<file path="src/rtl/ps_pkg.sv">
// types, constants and helper functions shared by the partitioned multi-stack
package ps_pkg;

  localparam int DEPTH       = 16;
  localparam int MAX_STACKS  = 16;
  localparam int MAX_RESULTS = 16;
  localparam int DW          = 32;
  localparam int AW          = $clog2(DEPTH);
  localparam int CW          = $clog2(DEPTH + 1);
  localparam int IDW         = $clog2(MAX_STACKS);
  localparam int NSW         = $clog2(MAX_STACKS + 1);
  localparam int MAXR        = (MAX_RESULTS < DEPTH) ? MAX_RESULTS : DEPTH;
  localparam int QDEPTH      = 2;
  localparam int QAW         = $clog2(QDEPTH);

  typedef enum logic [1:0] {
    REQ_PUSH = 2'd0,
    REQ_POP  = 2'd1,
    REQ_SHOW = 2'd2,
    REQ_NONE = 2'd3
  } req_e;

  typedef enum logic [1:0] {
    ST_OK    = 2'd0,
    ST_FULL  = 2'd1,
    ST_EMPTY = 2'd2,
    ST_BADID = 2'd3
  } status_e;

  typedef enum logic [1:0] {
    OP_PUSH = 2'd0,
    OP_POP  = 2'd1,
    OP_SHOW = 2'd2,
    OP_BAD  = 2'd3
  } op_e;

  typedef enum logic [1:0] {
    S_IDLE = 2'd0,
    S_EXEC = 2'd1,
    S_WAIT = 2'd2,
    S_EMIT = 2'd3
  } state_e;

  typedef struct packed {
    logic [1:0]           req_type;
    logic [IDW-1:0]       stack_id;
    logic signed [DW-1:0] push_value;
  } ps_in_t;

  typedef struct packed {
    logic [1:0]           status;
    logic signed [DW-1:0] out_value;
    logic                 last;
  } ps_out_t;

  typedef struct packed {
    op_e                  op;
    logic [IDW-1:0]       stack_id;
    logic signed [DW-1:0] value;
  } ps_cmd_t;

  function automatic logic [NSW-1:0] clamp_num(logic [NSW-1:0] v);
    logic [NSW-1:0] r;
    if (v == '0) begin
      r = NSW'(1);
    end else if (v > NSW'(MAX_STACKS)) begin
      r = NSW'(MAX_STACKS);
    end else begin
      r = v;
    end
    return r;
  endfunction

  function automatic logic [CW-1:0] part_size(logic [NSW-1:0] n);
    logic [CW-1:0] p;
    case (n)
      NSW'(1):  p = CW'(DEPTH / 1);
      NSW'(2):  p = CW'(DEPTH / 2);
      NSW'(3):  p = CW'(DEPTH / 3);
      NSW'(4):  p = CW'(DEPTH / 4);
      NSW'(5):  p = CW'(DEPTH / 5);
      NSW'(6):  p = CW'(DEPTH / 6);
      NSW'(7):  p = CW'(DEPTH / 7);
      NSW'(8):  p = CW'(DEPTH / 8);
      NSW'(9):  p = CW'(DEPTH / 9);
      NSW'(10): p = CW'(DEPTH / 10);
      NSW'(11): p = CW'(DEPTH / 11);
      NSW'(12): p = CW'(DEPTH / 12);
      NSW'(13): p = CW'(DEPTH / 13);
      NSW'(14): p = CW'(DEPTH / 14);
      NSW'(15): p = CW'(DEPTH / 15);
      NSW'(16): p = CW'(DEPTH / 16);
      default:  p = CW'(DEPTH);
    endcase
    return p;
  endfunction

endpackage

</file>
<file path="src/rtl/ps_ram.sv">
// generic single-port-write ram with registered read
module ps_ram #(
  parameter int Width = 32,
  parameter int Depth = 16
) (
  input  logic                     clk_i,
  input  logic                     we_i,
  input  logic [$clog2(Depth)-1:0] waddr_i,
  input  logic [Width-1:0]         wdata_i,
  input  logic [$clog2(Depth)-1:0] raddr_i,
  output logic [Width-1:0]         rdata_o
);

  logic [Width-1:0] mem_q [Depth];
  logic [Width-1:0] rdata_q;

  always_ff @(posedge clk_i) begin
    if (we_i) begin
      mem_q[waddr_i] <= wdata_i;
    end
    rdata_q <= mem_q[raddr_i];
  end

  assign rdata_o = rdata_q;

endmodule

</file>
<file path="src/rtl/ps_queue.sv">
// short command queue between the front and back parts
module ps_queue
  import ps_pkg::*;
(
  input  logic    clk_i,
  input  logic    rst_ni,
  input  logic    push_i,
  input  ps_cmd_t cmd_i,
  output logic    full_o,
  input  logic    pop_i,
  output logic    valid_o,
  output ps_cmd_t cmd_o
);

  ps_cmd_t        entry_q [QDEPTH];
  logic [QAW-1:0] wr_ptr_q, wr_ptr_d;
  logic [QAW-1:0] rd_ptr_q, rd_ptr_d;
  logic [QAW:0]   count_q, count_d;

  assign full_o  = (count_q == (QAW + 1)'(QDEPTH));
  assign valid_o = (count_q != '0);
  assign cmd_o   = entry_q[rd_ptr_q];

  always_comb begin
    wr_ptr_d = wr_ptr_q;
    rd_ptr_d = rd_ptr_q;
    count_d  = count_q;
    if (push_i) begin
      wr_ptr_d = wr_ptr_q + QAW'(1);
    end
    if (pop_i) begin
      rd_ptr_d = rd_ptr_q + QAW'(1);
    end
    if (push_i && !pop_i) begin
      count_d = count_q + (QAW + 1)'(1);
    end else if (pop_i && !push_i) begin
      count_d = count_q - (QAW + 1)'(1);
    end
  end

  always_ff @(posedge clk_i or negedge rst_ni) begin
    if (!rst_ni) begin
      wr_ptr_q <= '0;
      rd_ptr_q <= '0;
      count_q  <= '0;
    end else begin
      wr_ptr_q <= wr_ptr_d;
      rd_ptr_q <= rd_ptr_d;
      count_q  <= count_d;
    end
  end

  always_ff @(posedge clk_i) begin
    if (push_i) begin
      entry_q[wr_ptr_q] <= cmd_i;
    end
  end

endmodule

</file>
<file path="src/rtl/ps_front.sv">
// front part: accepts request items and classifies them into commands
module ps_front
  import ps_pkg::*;
(
  input  logic           in_valid_i,
  output logic           in_ready_o,
  input  ps_in_t         in_item_i,
  input  logic [NSW-1:0] num_stacks_i,
  input  logic           q_full_i,
  output logic           q_push_o,
  output ps_cmd_t        q_cmd_o
);

  logic accept;
  logic bad_id;

  assign in_ready_o = !q_full_i;
  assign accept     = in_valid_i && in_ready_o;
  assign bad_id     = (NSW'(in_item_i.stack_id) >= num_stacks_i);

  always_comb begin
    q_cmd_o.stack_id = in_item_i.stack_id;
    q_cmd_o.value    = in_item_i.push_value;
    q_cmd_o.op       = OP_BAD;
    q_push_o         = 1'b0;
    case (req_e'(in_item_i.req_type))
      REQ_PUSH: begin
        q_cmd_o.op = bad_id ? OP_BAD : OP_PUSH;
        q_push_o   = accept;
      end
      REQ_POP: begin
        q_cmd_o.op = bad_id ? OP_BAD : OP_POP;
        q_push_o   = accept;
      end
      REQ_SHOW: begin
        q_cmd_o.op = bad_id ? OP_BAD : OP_SHOW;
        q_push_o   = accept;
      end
      default: begin
        // unused request type is dropped
        q_push_o = 1'b0;
      end
    endcase
  end

endmodule

</file>
<file path="src/rtl/ps_back.sv">
// back part: fill counts, word store and result register
module ps_back
  import ps_pkg::*;
(
  input  logic           clk_i,
  input  logic           rst_ni,
  input  logic           cfg_clear_i,
  input  logic [NSW-1:0] num_stacks_i,
  input  logic           cmd_valid_i,
  input  ps_cmd_t        cmd_i,
  output logic           cmd_pop_o,
  output logic           out_valid_o,
  input  logic           out_ready_i,
  output ps_out_t        out_item_o
);

  state_e          state_q, state_d;
  ps_cmd_t         cmd_q;
  logic [CW-1:0]   part_q;
  logic [AW-1:0]   base_q;
  logic [CW-1:0]   fill_q;
  logic [AW-1:0]   addr_q, addr_d;
  logic [CW-1:0]   remain_q, remain_d;
  logic [CW-1:0]   fill_cnt_q [MAX_STACKS];
  logic            out_valid_q;
  ps_out_t         out_q;

  logic            free;
  logic            emit;
  ps_out_t         res;
  logic            ram_we;
  logic [AW-1:0]   ram_waddr;
  logic [DW-1:0]   ram_rdata;
  logic            fill_we;
  logic [CW-1:0]   fill_wdata;
  logic [CW-1:0]   part_now;
  logic [IDW+CW-1:0] base_full;
  logic [CW-1:0]   top_sum;

  assign free      = !out_valid_q || out_ready_i;
  assign part_now  = part_size(num_stacks_i);
  assign base_full = (IDW + CW)'(cmd_i.stack_id) * (IDW + CW)'(part_now);
  assign top_sum   = CW'(base_q) + fill_q;
  assign ram_waddr = top_sum[AW-1:0];

  ps_ram #(
    .Width(DW),
    .Depth(DEPTH)
  ) u_ram (
    .clk_i  (clk_i),
    .we_i   (ram_we),
    .waddr_i(ram_waddr),
    .wdata_i(cmd_q.value),
    .raddr_i(addr_q),
    .rdata_o(ram_rdata)
  );

  always_comb begin
    state_d    = state_q;
    cmd_pop_o  = 1'b0;
    emit       = 1'b0;
    res        = '0;
    ram_we     = 1'b0;
    fill_we    = 1'b0;
    fill_wdata = fill_q;
    addr_d     = addr_q;
    remain_d   = remain_q;
    case (state_q)
      S_IDLE: begin
        if (cmd_valid_i) begin
          cmd_pop_o = 1'b1;
          state_d   = S_EXEC;
        end
      end
      S_EXEC: begin
        case (cmd_q.op)
          OP_BAD: begin
            if (free) begin
              emit       = 1'b1;
              res.status = ST_BADID;
              res.last   = 1'b1;
              state_d    = S_IDLE;
            end
          end
          OP_PUSH: begin
            if (free) begin
              emit     = 1'b1;
              res.last = 1'b1;
              state_d  = S_IDLE;
              if (fill_q >= part_q) begin
                res.status = ST_FULL;
              end else begin
                res.status = ST_OK;
                ram_we     = 1'b1;
                fill_we    = 1'b1;
                fill_wdata = fill_q + CW'(1);
              end
            end
          end
          default: begin
            if (fill_q == '0) begin
              if (free) begin
                emit       = 1'b1;
                res.status = ST_EMPTY;
                res.last   = 1'b1;
                state_d    = S_IDLE;
              end
            end else begin
              addr_d   = AW'(top_sum - CW'(1));
              remain_d = (fill_q > CW'(MAXR)) ? CW'(MAXR) : fill_q;
              state_d  = S_WAIT;
              if (cmd_q.op == OP_POP) begin
                fill_we    = 1'b1;
                fill_wdata = fill_q - CW'(1);
                remain_d   = CW'(1);
              end
            end
          end
        endcase
      end
      S_WAIT: begin
        state_d = S_EMIT;
      end
      S_EMIT: begin
        if (free) begin
          emit          = 1'b1;
          res.status    = ST_OK;
          res.out_value = ram_rdata;
          res.last      = (remain_q == CW'(1));
          if (remain_q == CW'(1)) begin
            state_d = S_IDLE;
          end else begin
            remain_d = remain_q - CW'(1);
            addr_d   = addr_q - AW'(1);
            state_d  = S_WAIT;
          end
        end
      end
      default: state_d = S_IDLE;
    endcase
  end

  always_ff @(posedge clk_i or negedge rst_ni) begin
    if (!rst_ni) begin
      state_q     <= S_IDLE;
      out_valid_q <= 1'b0;
      for (int i = 0; i < MAX_STACKS; i++) begin
        fill_cnt_q[i] <= '0;
      end
    end else begin
      state_q <= state_d;
      if (emit) begin
        out_valid_q <= 1'b1;
      end else if (out_ready_i) begin
        out_valid_q <= 1'b0;
      end
      if (cfg_clear_i) begin
        for (int i = 0; i < MAX_STACKS; i++) begin
          fill_cnt_q[i] <= '0;
        end
      end else if (fill_we) begin
        fill_cnt_q[cmd_q.stack_id] <= fill_wdata;
      end
    end
  end

  always_ff @(posedge clk_i) begin
    if (cmd_pop_o) begin
      cmd_q  <= cmd_i;
      part_q <= part_now;
      base_q <= base_full[AW-1:0];
      fill_q <= fill_cnt_q[cmd_i.stack_id];
    end
    addr_q   <= addr_d;
    remain_q <= remain_d;
    if (emit) begin
      out_q <= res;
    end
  end

  assign out_valid_o = out_valid_q;
  assign out_item_o  = out_q;

endmodule

</file>
<file path="src/rtl/partitioned_multi_stack.sv">
// top level of the partitioned multi-stack
// A shared store of DEPTH words is split into num_stacks equal partitions, one
// stack each. A push, a request with a bad id, or a pop or display on an empty
// stack is answered in S_EXEC; a pop passes S_WAIT and S_EMIT once, a display of
// n words once per word, paced by the single read port of the word store with its
// registered read, which the back part uses for one word at a time. A two-entry
// queue lets the front take up to two more requests meanwhile.
module partitioned_multi_stack
  import ps_pkg::*;
(
  input  logic           clk_i,
  input  logic           rst_ni,
  input  logic           in_valid_i,
  output logic           in_ready_o,
  input  ps_in_t         in_item_i,
  output logic           out_valid_o,
  input  logic           out_ready_i,
  output ps_out_t        out_item_o,
  input  logic           cfg_we_i,
  input  logic [NSW-1:0] cfg_data_i
);

  logic [NSW-1:0] num_stacks_q;
  logic           q_full;
  logic           q_push;
  logic           q_valid;
  logic           q_pop;
  ps_cmd_t        q_wcmd;
  ps_cmd_t        q_rcmd;

  always_ff @(posedge clk_i or negedge rst_ni) begin
    if (!rst_ni) begin
      num_stacks_q <= NSW'(1);
    end else if (cfg_we_i) begin
      num_stacks_q <= clamp_num(cfg_data_i);
    end
  end

  ps_front u_front (
    .in_valid_i  (in_valid_i),
    .in_ready_o  (in_ready_o),
    .in_item_i   (in_item_i),
    .num_stacks_i(num_stacks_q),
    .q_full_i    (q_full),
    .q_push_o    (q_push),
    .q_cmd_o     (q_wcmd)
  );

  ps_queue u_queue (
    .clk_i  (clk_i),
    .rst_ni (rst_ni),
    .push_i (q_push),
    .cmd_i  (q_wcmd),
    .full_o (q_full),
    .pop_i  (q_pop),
    .valid_o(q_valid),
    .cmd_o  (q_rcmd)
  );

  ps_back u_back (
    .clk_i       (clk_i),
    .rst_ni      (rst_ni),
    .cfg_clear_i (cfg_we_i),
    .num_stacks_i(num_stacks_q),
    .cmd_valid_i (q_valid),
    .cmd_i       (q_rcmd),
    .cmd_pop_o   (q_pop),
    .out_valid_o (out_valid_o),
    .out_ready_i (out_ready_i),
    .out_item_o  (out_item_o)
  );

  // error results carry no word and end the request
  assert property (@(posedge clk_i) disable iff (!rst_ni)
    out_valid_o && (out_item_o.status != ST_OK) |->
      (out_item_o.out_value == '0) && out_item_o.last)
    else $error("error result with data or without last");

  // partition count stays within its legal range after any write
  assert property (@(posedge clk_i) disable iff (!rst_ni)
    cfg_we_i |=> (num_stacks_q != '0) && (num_stacks_q <= NSW'(MAX_STACKS)))
    else $error("num_stacks out of range");

  // a waiting result item holds until it is taken
  assert property (@(posedge clk_i) disable iff (!rst_ni)
    out_valid_o && !out_ready_i |=> out_valid_o && $stable(out_item_o))
    else $error("result item changed while stalled");

endmodule

</file>
<file path="config.mk">
export PLATFORM = sky130hd
export DESIGN_NAME = partitioned_multi_stack
export DESIGN_NICKNAME = d
export VERILOG_FILES = /design/src/rtl/ps_pkg.sv /design/src/rtl/ps_ram.sv /design/src/rtl/ps_queue.sv /design/src/rtl/ps_front.sv /design/src/rtl/ps_back.sv /design/src/rtl/partitioned_multi_stack.sv
export SDC_FILE = /design/constraint.sdc
export NUM_CORES = 1
export LEC_CHECK = 0
export ABC_AREA = 0
export BUFFER_PORTS_ARGS = -buffer_cell sky130_fd_sc_hd__buf_2
export CORE_UTILIZATION = 50
export CTS_BUF_LIST = sky130_fd_sc_hd__clkbuf_4 sky130_fd_sc_hd__clkbuf_8
export DETAILED_ROUTE_END_ITERATION = 7
export PLACE_DENSITY_LB_ADDON = 0.2
export SYNTH_ARGS = -nofsm -noshare
export SYNTH_HDL_FRONTEND = slang
export SYNTH_HIERARCHICAL = 1
export SYNTH_SLANG_ARGS = --single-unit
</file>
<file path="constraint.sdc">
create_clock -name clk_i -period 5 [get_ports clk_i]
set_input_delay 0.5 -clock clk_i [delete_from_list [all_inputs] [get_ports clk_i]]
set_output_delay 0.5 -clock clk_i [all_outputs]
set_load 0.005 [all_outputs]
</file>
# After elaboration in Yosys (flattened, before gate mapping)
# Memories as Yosys holds them, arrays and structs flattened. A register that Yosys moved wholly into a read port is not among the register bits.
# Cells that the tools add are included.
# Widths: inputs -> output; s select.
[totals]
wordCells = 165
rom_bits = 160
mem_count = 3
ramBits = 588
regBits = 188
latchBits = 0
inputBits = 48
[classes]
div = 0
n_mux = 71
bitwise = 2
shift = 0
n_mul = 1
add_sub_neg = 10
eq_ne = 14
order_cmp = 7
reduce_logical = 24
[memory_table]
columns = ["memory", "depth", "word_bits", "rd", "rd_clocked_by_memory_dff", "wr", "line_no", "text"]
rows = [
  ["u_back.u_ram.mem_q", 16, 32, 1, 1, 1, "ps_ram.sv:14", "logic [Width-1:0] mem_q [Depth];"],
  ["(name not given)", 32, 5, 1, 0, 0, "ps_pkg.sv:76", "case (n)"],
  ["u_queue.entry_q", 2, 38, 1, 0, 1, "ps_queue.sv:15", "ps_cmd_t entry_q [QDEPTH];"],
]
[ops]
columns = ["op", "n"]
rows = [
  ["$mux 80", 2],
  ["$bwmux 80", 1],
  ["$mux 5", 16],
  ["$mux 2", 14],
  ["$mux 1", 22],
  ["$bmux 5 s4", 1],
  ["$demux 5 s4", 1],
  ["$pmux 5 s2", 2],
  ["$mux 4", 4],
  ["$eq 2x2->1 const B", 5],
  ["$ge 5x5->1 const B", 2],
  ["$gt 5x5->1 const B", 2],
  ["$logic_not 5->1", 2],
  ["$not 4->5", 2],
  ["$reduce_bool 2->1", 5],
  ["$sub 5x1->5 const B", 2],
  ["$ne 2x2->1 const B", 4],
  ["$pmux 2 s2", 2],
  ["$pmux 2 s4", 1],
  ["$pmux 4 s2", 1],
  ["$sub 4x1->4 const B", 2],
  ["$eq 2x1->1 const B", 3],
  ["$logic_not 2->1", 3],
  ["$pmux 1 s2", 3],
  ["19 further kinds", 27],
]

# Depth between registers and ports, before layout
# Gate-level depths: netlist of run 1.
[logic_depth]
word_depth = 8
mapped_depth = 12

# Cells and area by module
# Netlist of run 1, hierarchy kept.
[by_module_without_submodules]
columns = ["mod", "n_inst", "seq_area_each_um2", "cells_per_inst", "area_per_inst_um2"]
rows = [
  ["ps_ram", 1, 16015.4, 838, 19835.3],
  ["ps_back", 1, 4959.8, 682, 8444.3],
  ["ps_queue", 1, 2382.3, 134, 2977.9],
  ["ps_front", 1, 0.0, 56, 399.1],
  ["partitioned_multi_stack", 1, 126.4, 21, 229.0],
]

# Worst setup path after synthesis of run 1
# No wires, ideal clock.
[synth_timing]
kind = "flip-flop to flip-flop"
from = "reg u_back.state_q[1]"
to = "reg u_queue.count_q[1]"
path_stages_with_launch = 8
t_required_ns = 4.921
n_path_buf = 1
arrival_time_ns = 5.410
setup_slack_ns = -0.489
path_cell_list = "dfrtp_1 clkbuf_1 nor3b_1 inv_1 ha_1 xor2_1 nor2_1 xor2_1"
[synth_between]
elab_chain_cells = 5
word_cells_on_any_way = 7
classes_between = "mux: 2; reduce/logical: 5"
[synth_lines]
columns = ["item", "line_no", "text"]
rows = [
  ["from (decl)", "ps_back.sv:17", "state_e state_q, state_d;"],
  ["from (signal assigned)", "ps_back.sv:151", "state_q <= state_d;"],
  ["$logic_not 2->1 (*)", "ps_back.sv:68", "case (state_q)"],
  ["$mux 1 (*)", "ps_back.sv:68", ""],
  ["net q_pop", "partitioned_multi_stack.sv:27", "logic q_pop;"],
  ["$logic_not 1->1", "ps_queue.sv:34", "if (push_i && !pop_i) begin"],
  ["$logic_and 1x1->1", "ps_queue.sv:34", ""],
  ["$mux 2 or $reduce_bool 2->1 (tied branches)", "--", ""],
  ["to (signal assigned)", "ps_queue.sv:49", "count_q <= count_d;"],
  ["to (decl)", "ps_queue.sv:18", "logic [QAW:0] count_q, count_d;"],
]
# The timed path passes the listed nets; every way through them passes the cells marked *.
# A chain may end at the register's enable or synchronous reset.

# Worst setup path in the final report of run 1
[layout_timing]
from = "reg u_back.fill_q[2]"
to = "mem u_back.u_ram.mem_q[5][21] (enable)"
[layout_between]
elab_chain_cells = 7
word_cells_on_any_way = 8
classes_between = "add/sub: 1; order compare: 1; mux: 6"
[layout_lines]
columns = ["item", "line_no", "text"]
rows = [
  ["from (decl)", "ps_back.sv:21", "logic [CW-1:0] fill_q;"],
  ["from (signal assigned)", "ps_back.sv:172", "fill_q <= fill_cnt_q[cmd_i.stack_id];"],
  ["$ge 5x5->1", "ps_back.sv:90", "if (fill_q >= part_q) begin"],
  ["$mux 1", "ps_back.sv:90", ""],
  ["$mux 1", "ps_back.sv:86", "if (free) begin"],
  ["$mux 1", "ps_back.sv:76", "case (cmd_q.op)"],
  ["$mux 1", "ps_back.sv:68", ""],
  ["net u_back.ram_we", "ps_back.sv:31", "logic ram_we;"],
  ["$mux 1", "ps_ram.sv:18", "if (we_i) begin"],
  ["$mux 1 (not written as such)", "ps_ram.sv:19", "mem_q[waddr_i] <= wdata_i;"],
  ["to (decl)", "ps_ram.sv:14", ""],
]
# The timed path passes the listed nets, and every way through them passes these cells.

==> results of run 1 <==
[cell families (layout without fill, tap and decap cells)]
family                     after synthesis  in the layout
AOI/OAI and AO/OA                      249            249
and+or+nand+nor                        269            269
adders and majority gates               26             26
xor gates and xnor gates                17             17
DFF                                    808            808
muxes                                  211            211
other                                    0              2
buffers and inverters                  151            426
[layer usage]
metal | vias to the layer above | wire length, um | global-route usage | part of all wire
li1 | 7209 | - | - | -
met3 | 103 | 3810 | 0.0468 | 0.057
met4 | 0 | 1350 | 0.0736 | 0.020
met5 | - | 0 | 0 | 0
met2 | 483 | 32100 | 0.343 | 0.48
met1 | 8403 | 29500 | 0.297 | 0.44
[how the worst max path moves through the flow]
stage,endpoint,slack [ns]
after floorplan,u_back/u_ram/mem_q[0][0],0.11
after global placement,u_back/u_ram/mem_q[5][19],0.98
after detailed placement,u_back/u_ram/mem_q[5][20],0.92
after CTS,u_back/u_ram/mem_q[5][19],0.91
after global routing,u_back/u_ram/mem_q[5][19],0.71
final,u_back/u_ram/mem_q[5][21],0.92
[timing repair]
action	4_1_cts	5_1_grt
endpoints found under the hold margin	135	0
gates resized for setup	0	0
endpoints found under the setup margin	0	0
hold buffers	42	0
[worst reg2reg max path, delay by kind of cell (launching register included)]
family,cells,cell delay [ns]
adder cells (fa/ha/maj),1,0.36
buffers and inverters,2,0.41
flip-flops,1,0.57
AND/OR/NAND/NOR,3,1.68
AO/OA/AOI/OAI,3,0.74
[cell usage after synthesis, types with 4 or more instances]
| master | n |
|---|---|
| edfxtp_1 | 684 |
| mux4_2 | 153 |
| dfrtp_1 | 91 |
| nand2_1 | 87 |
| o21ai_0 | 67 |
| a22oi_1 | 65 |
| a21oi_1 | 53 |
| buf_4 | 48 |
| clkbuf_1 | 45 |
| nand3_1 | 44 |
| and2_1 | 42 |
| dfxtp_1 | 32 |
| mux2_2 | 28 |
| nor2_1 | 28 |
| inv_1 | 26 |
| ha_1 | 25 |
| mux2i_1 | 19 |
| nor3_1 | 18 |
| buf_2 | 16 |
| nor2b_1 | 13 |
| a21o_1 | 11 |
| buf_1 | 11 |
| mux2_4 | 10 |
| o21ai_1 | 9 |
| xor2_1 | 9 |
| nand3b_1 | 7 |
| o31ai_1 | 7 |
| xnor2_1 | 7 |
| nand2b_1 | 6 |
| and3_1 | 5 |
| o22ai_1 | 5 |
| o31ai_2 | 5 |
| a21oi_2 | 4 |
| a31oi_1 | 4 |
| buf_6 | 4 |
[power by group]
group,switching [W],internal [W],leakage (nW)
combinational,0.00245,0.00182,3.30
clock,0.00258,0.00321,1.45
sequential,0.000459,0.00823,7.74
[flip-flops by register name, summed over array words and instances (netlist names), 32 cells and up]
register              flops
u_back/out_item_o        35
u_back/u_ram/rdata_o     32
u_back/u_ram/mem_q      512
u_back/cmd_q             38
u_queue/entry_q          76
u_back/fill_cnt_q        80
[stage by stage]
step	hold slack, ns	cell area, um2	total power [W]	setup WS [ns]
after floorplan	0.204	31900	0.0117	0.109
after global routing	0.0863	36200	0.0196	0.709
after detailed placement	0.490	33100	0.0132	0.918
after CTS	0.0359	36200	0.0190	0.913
final	0.108	36200	0.0187	0.920
after global placement	0.469	33100	0.0131	0.979
[area by class of cell]
cell class              count  area (um2)  area share
flip-flops and latches    808       23500       0.648
multi-input cells         772        7750       0.214
well taps                 846        1060      0.0292
inverters                  26        97.6     0.00269
clock inverters            44         317     0.00873
repair buffers            160        1140      0.0313
diodes                      2        5.00    0.000138
clock buffers             196        2400      0.0661
==> impl_metrics.py, run 1 <==
metrics = {
    "synthesis": {
        "synthSimpleGateAreaFrac": 0.0427,
        "ys_types": 66,
        "yosys.area.top_type": "edfxtp_1",
        "synth_compound_area_frac": 0.0508,
        "postSynthCellCount": 1731,
        "synth_xor_area_frac": 0.00510,
        "synth_flop_cell": "edfxtp_1",
        "yosysWarningCount": 6,
        "async_reset_ff_frac": 0.114,
        "ys_seq_elements": 808,
        "synth_edf_count": 684,
        "synth.area.top_cells": "edfxtp_1 (64%), mux4_2 (11%), dfrtp_1 (7.1%)",
        "syn_area_per_cell_um2": 18.4,
        "ys_seq_area_frac": 0.737,
        "synth_top_family_by_area": "multiplexers",
        "netlist.area_leader.share": 0.644,
        "synthesis.area_um2": 31900,
        "synthesis.nets": 1805,
        "synth_mux_area_frac": 0.129,
        "synth_fa_ha_area_frac": 0.0104,
    },
    "layout": {
        "fillCellCount": 4843,
        "final_cell_count_no_fill": 2854,
        "layout.nets": 1974,
        "post-route-util": 0.575,
        "syn_to_final_growth_pct": 13.7,
        "final_common_cell": "edfxtp_1",
        "final_layout_size_suffix_gt1_frac": 0.289,
        "layout_common_cells": "edfxtp_1 (684), mux4_2 (153), clkbuf_8 (148)",
    },
    "clock_network": {
        "clock_latency_ns": 0.77,
        "cts_buffers": 132,
        "post_cts.repair.setup_buffers": 0,
        "cts_tree": "built",
        "clk_path_buf_depth": 3,
        "cts_root_buffer": "clkbuf_8",
        "htreeDepth": 4,
        "path_clk_slew_ns": 0.06,
        "clkSinkCount": 808,
    },
    "timing": {
        "slew_viol_final": 0,
        "tns_ns": 0,
        "timing.fmax_ghz": 0.245,
        "setup_viol": 0,
        "clock_skew_ns": 0.0228,
        "min_period_ns": 4.08,
        "finalHoldViolCount": 0,
        "maxSlewHeadroom": 0.166,
        "rsz0062_at_grt": "no",
        "worstMarginPinSlew_ns": 1.25,
        "period_share": 0.816,
    },
    "setup_path": {
        "r2r_cells": 9,
        "cp_max_fo": 18,
        "worst-path-stages": 9,
        "crit_type": "register to register",
        "worstPathArrival_ns": 4.54,
        "reg2reg_slack_ns": 0.92,
        "cp_slowest_stage_delay_ns": 0.69,
        "startpoint_type": "register",
        "r2r-end": "u_back/u_ram/mem_q[5][21]",
        "crit_buf_inv": 2,
        "cp_data_required_time_ns": 5.46,
        "worstSetupEndpointType": "register",
        "cp_top_family": "simple AND/OR/NAND/NOR gates",
        "r2r_start": "u_back/fill_q[2]",
        "path_cells": "ha_1, a21oi_1, o21ai_0, a31oi_1, inv_1, nor3_1, nand3b_1, nor2_4, buf_4",
        "critPathLaunch": "u_back/fill_q[2]",
        "cpMaxStageDelayCell": "nor2_4",
    },
    "pwr": {
        "power_density_nw_per_um2": 517,
        "leakage_nw": 12.5,
        "ir_drop_mv": 0.464,
    },
    "hold_path": {
        "min_to": "u_queue/entry_q[1][37]",
        "hold_path_depth": 3,
        "holdCritStartpoint": "in_item_i[37]",
        "hold_path_class": "input port to register",
    },
    "place": {
        "io_buffers": 84,
        "place_congestion": 0.881,
        "dp_hpwl_mm": 39.3,
        "dpl.cell_count": 2570,
    },
    "die": {
        "ios": 85,
        "die_w_um": 255,
        "core_um2": 63100,
        "fp.dieArea_um2": 64800,
        "die_y_um": 255,
        "start_util": 0.505,
        "rows": 92,
    },
    "status": {
        "status": "finished clean",
    },
    "routing": {
        "drt_wl_total_mm": 66.8,
        "first_pass_iters": 5,
        "wire_per_inst_um": 23.4,
        "drt_iter0_drc": 1098,
        "num_vias": 16200,
        "antenna_left": 0,
        "drcViolationCount": 0,
        "via_per_inst": 5.68,
    },
    "global_routing": {
        "grt_pass1_vias": 16900,
        "grt_overflow_total": 0,
        "grt_usage": 0.216,
        "grt_max_degree": 115,
        "antenna_found_initial": 1,
        "grt_first_pass_wirelength_mm": 102,
    },
    "job": {
        "maxCapViolations": 0,
    },
}
No activity file was read; power rests on OpenSTA's default activity.
==> inputs of run 2 (changes only) <==
--- a/config.mk
+++ b/config.mk
@@ -5,7 +5,7 @@
 export SDC_FILE = /design/constraint.sdc
 export NUM_CORES = 1
 export LEC_CHECK = 0
-export ABC_AREA = 0
+export ABC_AREA = 1
 export BUFFER_PORTS_ARGS = -buffer_cell sky130_fd_sc_hd__buf_2
 export CORE_UTILIZATION = 50
 export CTS_BUF_LIST = sky130_fd_sc_hd__clkbuf_4 sky130_fd_sc_hd__clkbuf_8
==> constraint.sdc (replaced) <==
create_clock -name clk_i -period 4 [get_ports clk_i]
set_input_delay 0.4 -clock clk_i [delete_from_list [all_inputs] [get_ports clk_i]]
set_output_delay 0.4 -clock clk_i [all_outputs]
set_load 0.005 [all_outputs]
==> run 2 against run 1 <==
  * First-iteration DRC count up 110%
  * Combinational power rose by 71%
  * Count of clock-buffer cells in the layout is 10 higher
  * Synthesized cell count is 91% higher
  * Worst setup slack worse by 0.23 ns
==> impl_metrics.py, run 2 <==
metrics = {
    "status": {
        "status": "finished clean",
    },
    "timing": {
        "finalHoldViolCount": 0,
        "timing.fmax_ghz": 0.302,
        "slew_viol_final": 0,
        "min_period_ns": 3.31,
        "rsz0062_at_grt": "no",
        "fin_ws_ns": 0.687,
        "maxSlewHeadroom": 0.245,
        "clock_skew_ns": 0.0388,
        "setup_viol": 0,
        "worstMarginPinSlew_ns": 1.13,
        "period_share": 0.828,
        "tns_ns": 0,
    },
    "layout": {
        "final_layout_size_suffix_gt1_frac": 0.135,
        "multi_input_area_um2": 8740,
        "fillCellCount": 5775,
        "seqCellArea_um2": 23500,
        "top_regs": "u_back/u_ram/mem_q x512, u_back/fill_cnt_q x80, u_queue/entry_q x76",
        "regMostFlops": "u_back/u_ram/mem_q",
        "layout.nets": 3515,
        "syn_to_final_growth_pct": 12.4,
        "final_common_cell": "nand2_1",
        "layout_common_cells": "nand2_1 (979), edfxtp_1 (684), inv_1 (487)",
        "largest_reg_flops": 512,
    },
    "die": {
        "fp.dieArea_um2": 71300,
        "rows": 96,
        "start_util": 0.509,
        "die_y_um": 267,
        "core_um2": 69100,
        "die_w_um": 267,
        "ios": 85,
    },
    "clock_network": {
        "cts_root_buffer": "clkbuf_8",
        "htreeDepth": 4,
        "cts_hold_buf": 49,
        "path_clk_slew_ns": 0.06,
        "cts_buffers": 136,
        "clock_latency_ns": 0.78,
        "cts-resized-gates": 0,
        "post_cts.repair.setup_buffers": 0,
        "clkSinkCount": 808,
        "cts_tree": "built",
        "clk_path_buf_depth": 3,
    },
    "synthesis": {
        "synth_edf_count": 684,
        "ys_seq_area_frac": 0.668,
        "synth.area.top_cells": "edfxtp_1 (58%), nand2_1 (10%), dfrtp_1 (6.5%)",
        "netlist.area_leader.share": 0.585,
        "synthesis.area_um2": 35100,
        "async_reset_ff_frac": 0.114,
        "ys_types": 47,
        "synth.most_common_cell": "nand2_1",
        "syn_area_per_cell_um2": 10.6,
        "yosys-top-cells-count": "nand2_1 (981), edfxtp_1 (684), inv_1 (488)",
        "synthesis.nets": 3375,
        "ys_seq_elements": 808,
        "synth_flop_cell": "edfxtp_1",
        "yosys.area.top_type": "edfxtp_1",
        "yosysWarningCount": 6,
        "postSynthCellCount": 3301,
    },
    "routing": {
        "num_vias": 23500,
        "first_pass_iters": 6,
        "drcViolationCount": 0,
        "drt_wl_total_mm": 85.2,
        "wire_per_inst_um": 19.0,
        "via_per_inst": 5.24,
        "drt_iter0_drc": 2268,
        "antenna_left": 0,
    },
    "setup_path": {
        "worstPathArrival_ns": 3.72,
        "r2r_cells": 12,
        "cp_max_fo": 32,
        "crit_type": "register to register",
        "worstSetupEndpointType": "register",
        "cp_data_required_time_ns": 4.40,
        "startpoint_type": "register",
    },
    "place": {
        "dp_hpwl_mm": 49.6,
        "dp_slack_ns": 0.733,
        "io_buffers": 84,
        "place_congestion": 0.850,
    },
    "global_routing": {
        "antenna_found_initial": 3,
        "grt_pass1_vias": 23500,
        "grt_usage": 0.246,
        "grt_overflow_total": 0,
        "grt_max_degree": 179,
        "grt_first_pass_wirelength_mm": 133,
    },
    "hold_path": {
        "hold_path_class": "input port to asynchronous set/reset pin",
    },
    "pwr": {
        "leakage_nw": 17.0,
        "ir_drop_mv": 0.544,
        "power_density_nw_per_um2": 643,
    },
    "job": {
        "maxCapViolations": 0,
    },
}
-- run 2: cells by family after synthesis --
kind of cell,synth area share
flops,0.668
fa+ha+maj,0.00947
compound gates,0.0202
xor+xnor,0.00474
simple gates,0.196
buf+inv,0.0871
mux,0.0141
-- run 2: layout make-up --
class,count,share of cell area
clock buffer,206,0.0629
clock inverter,45,0.00855
timing repair buffer,181,0.0357
inverter,497,0.0474
antenna,2,0.000127
sequential,808,0.595
tap,931,0.0295
multi-input combinational,1817,0.221
-- run 2: per-layer routing --
| metal | global-route usage | wire (um) |
|---|---|---|
| met5 | 0 | 0 |
| met3 | 0.0439 | 5890 |
| met4 | 0.0899 | 2330 |
| met2 | 0.393 | 40300 |
| met1 | 0.338 | 36700 |
-- run 2: final timing paths --
| check | start | endpoint | slack (ns) |
|---|---|---|---|
| worst min-delay path | rst_ni | u_back/fill_cnt_q[30] | 0.23 |
| worst max register to register | u_back/fill_q[0] | u_back/u_ram/mem_q[12][24] | 0.69 |
| worst max-delay path | u_back/fill_q[0] | u_back/u_ram/mem_q[12][24] | 0.69 |
| worst min register to register | u_back/fill_cnt_q[74] | u_back/fill_cnt_q[74] | 0.48 |
| min in group clk_i | cfg_we_i | num_stacks_q[4] | 0.23 |
| max in group asynchronous | rst_ni | u_back/fill_cnt_q[57] | 2.76 |
-- run 2: per-stage QoR --
step                      area, um2  instances  utilization  hold WS, ns  total power, W
after global placement        36200       4185        0.524        0.453          0.0179
after CTS                     39500       4485        0.572        0.145          0.0256
after floorplan               35100       3301            -        0.104          0.0158
after global routing          39500       4487        0.572        0.230          0.0267
final                         39500       4487        0.572        0.225          0.0254
after detailed placement      36200       4185        0.524        0.459          0.0180
-- run 2: critical path, stage by stage (launching register included) --
cell and delay (ns):
edfxtp_1 0.46, inv_1 0.20, ha_1 0.26, inv_1 0.06, nand2_1 0.05, nand2_1 0.09, nor2_4 0.06, nor2_8 0.14
nand3_2 0.11, nor2_1 0.38, nand3_1 0.42, nor2_4 0.19, buf_4 0.50
-- run 2: power breakdown --
part / leakage, nW / switching (W) / internal, W / total, W
Sequential: 7.73 / 0.000420 / 0.0101 / 0.0106
Clock: 1.50 / 0.00334 / 0.00419 / 0.00753
Combinational: 7.80 / 0.00515 / 0.00216 / 0.00730
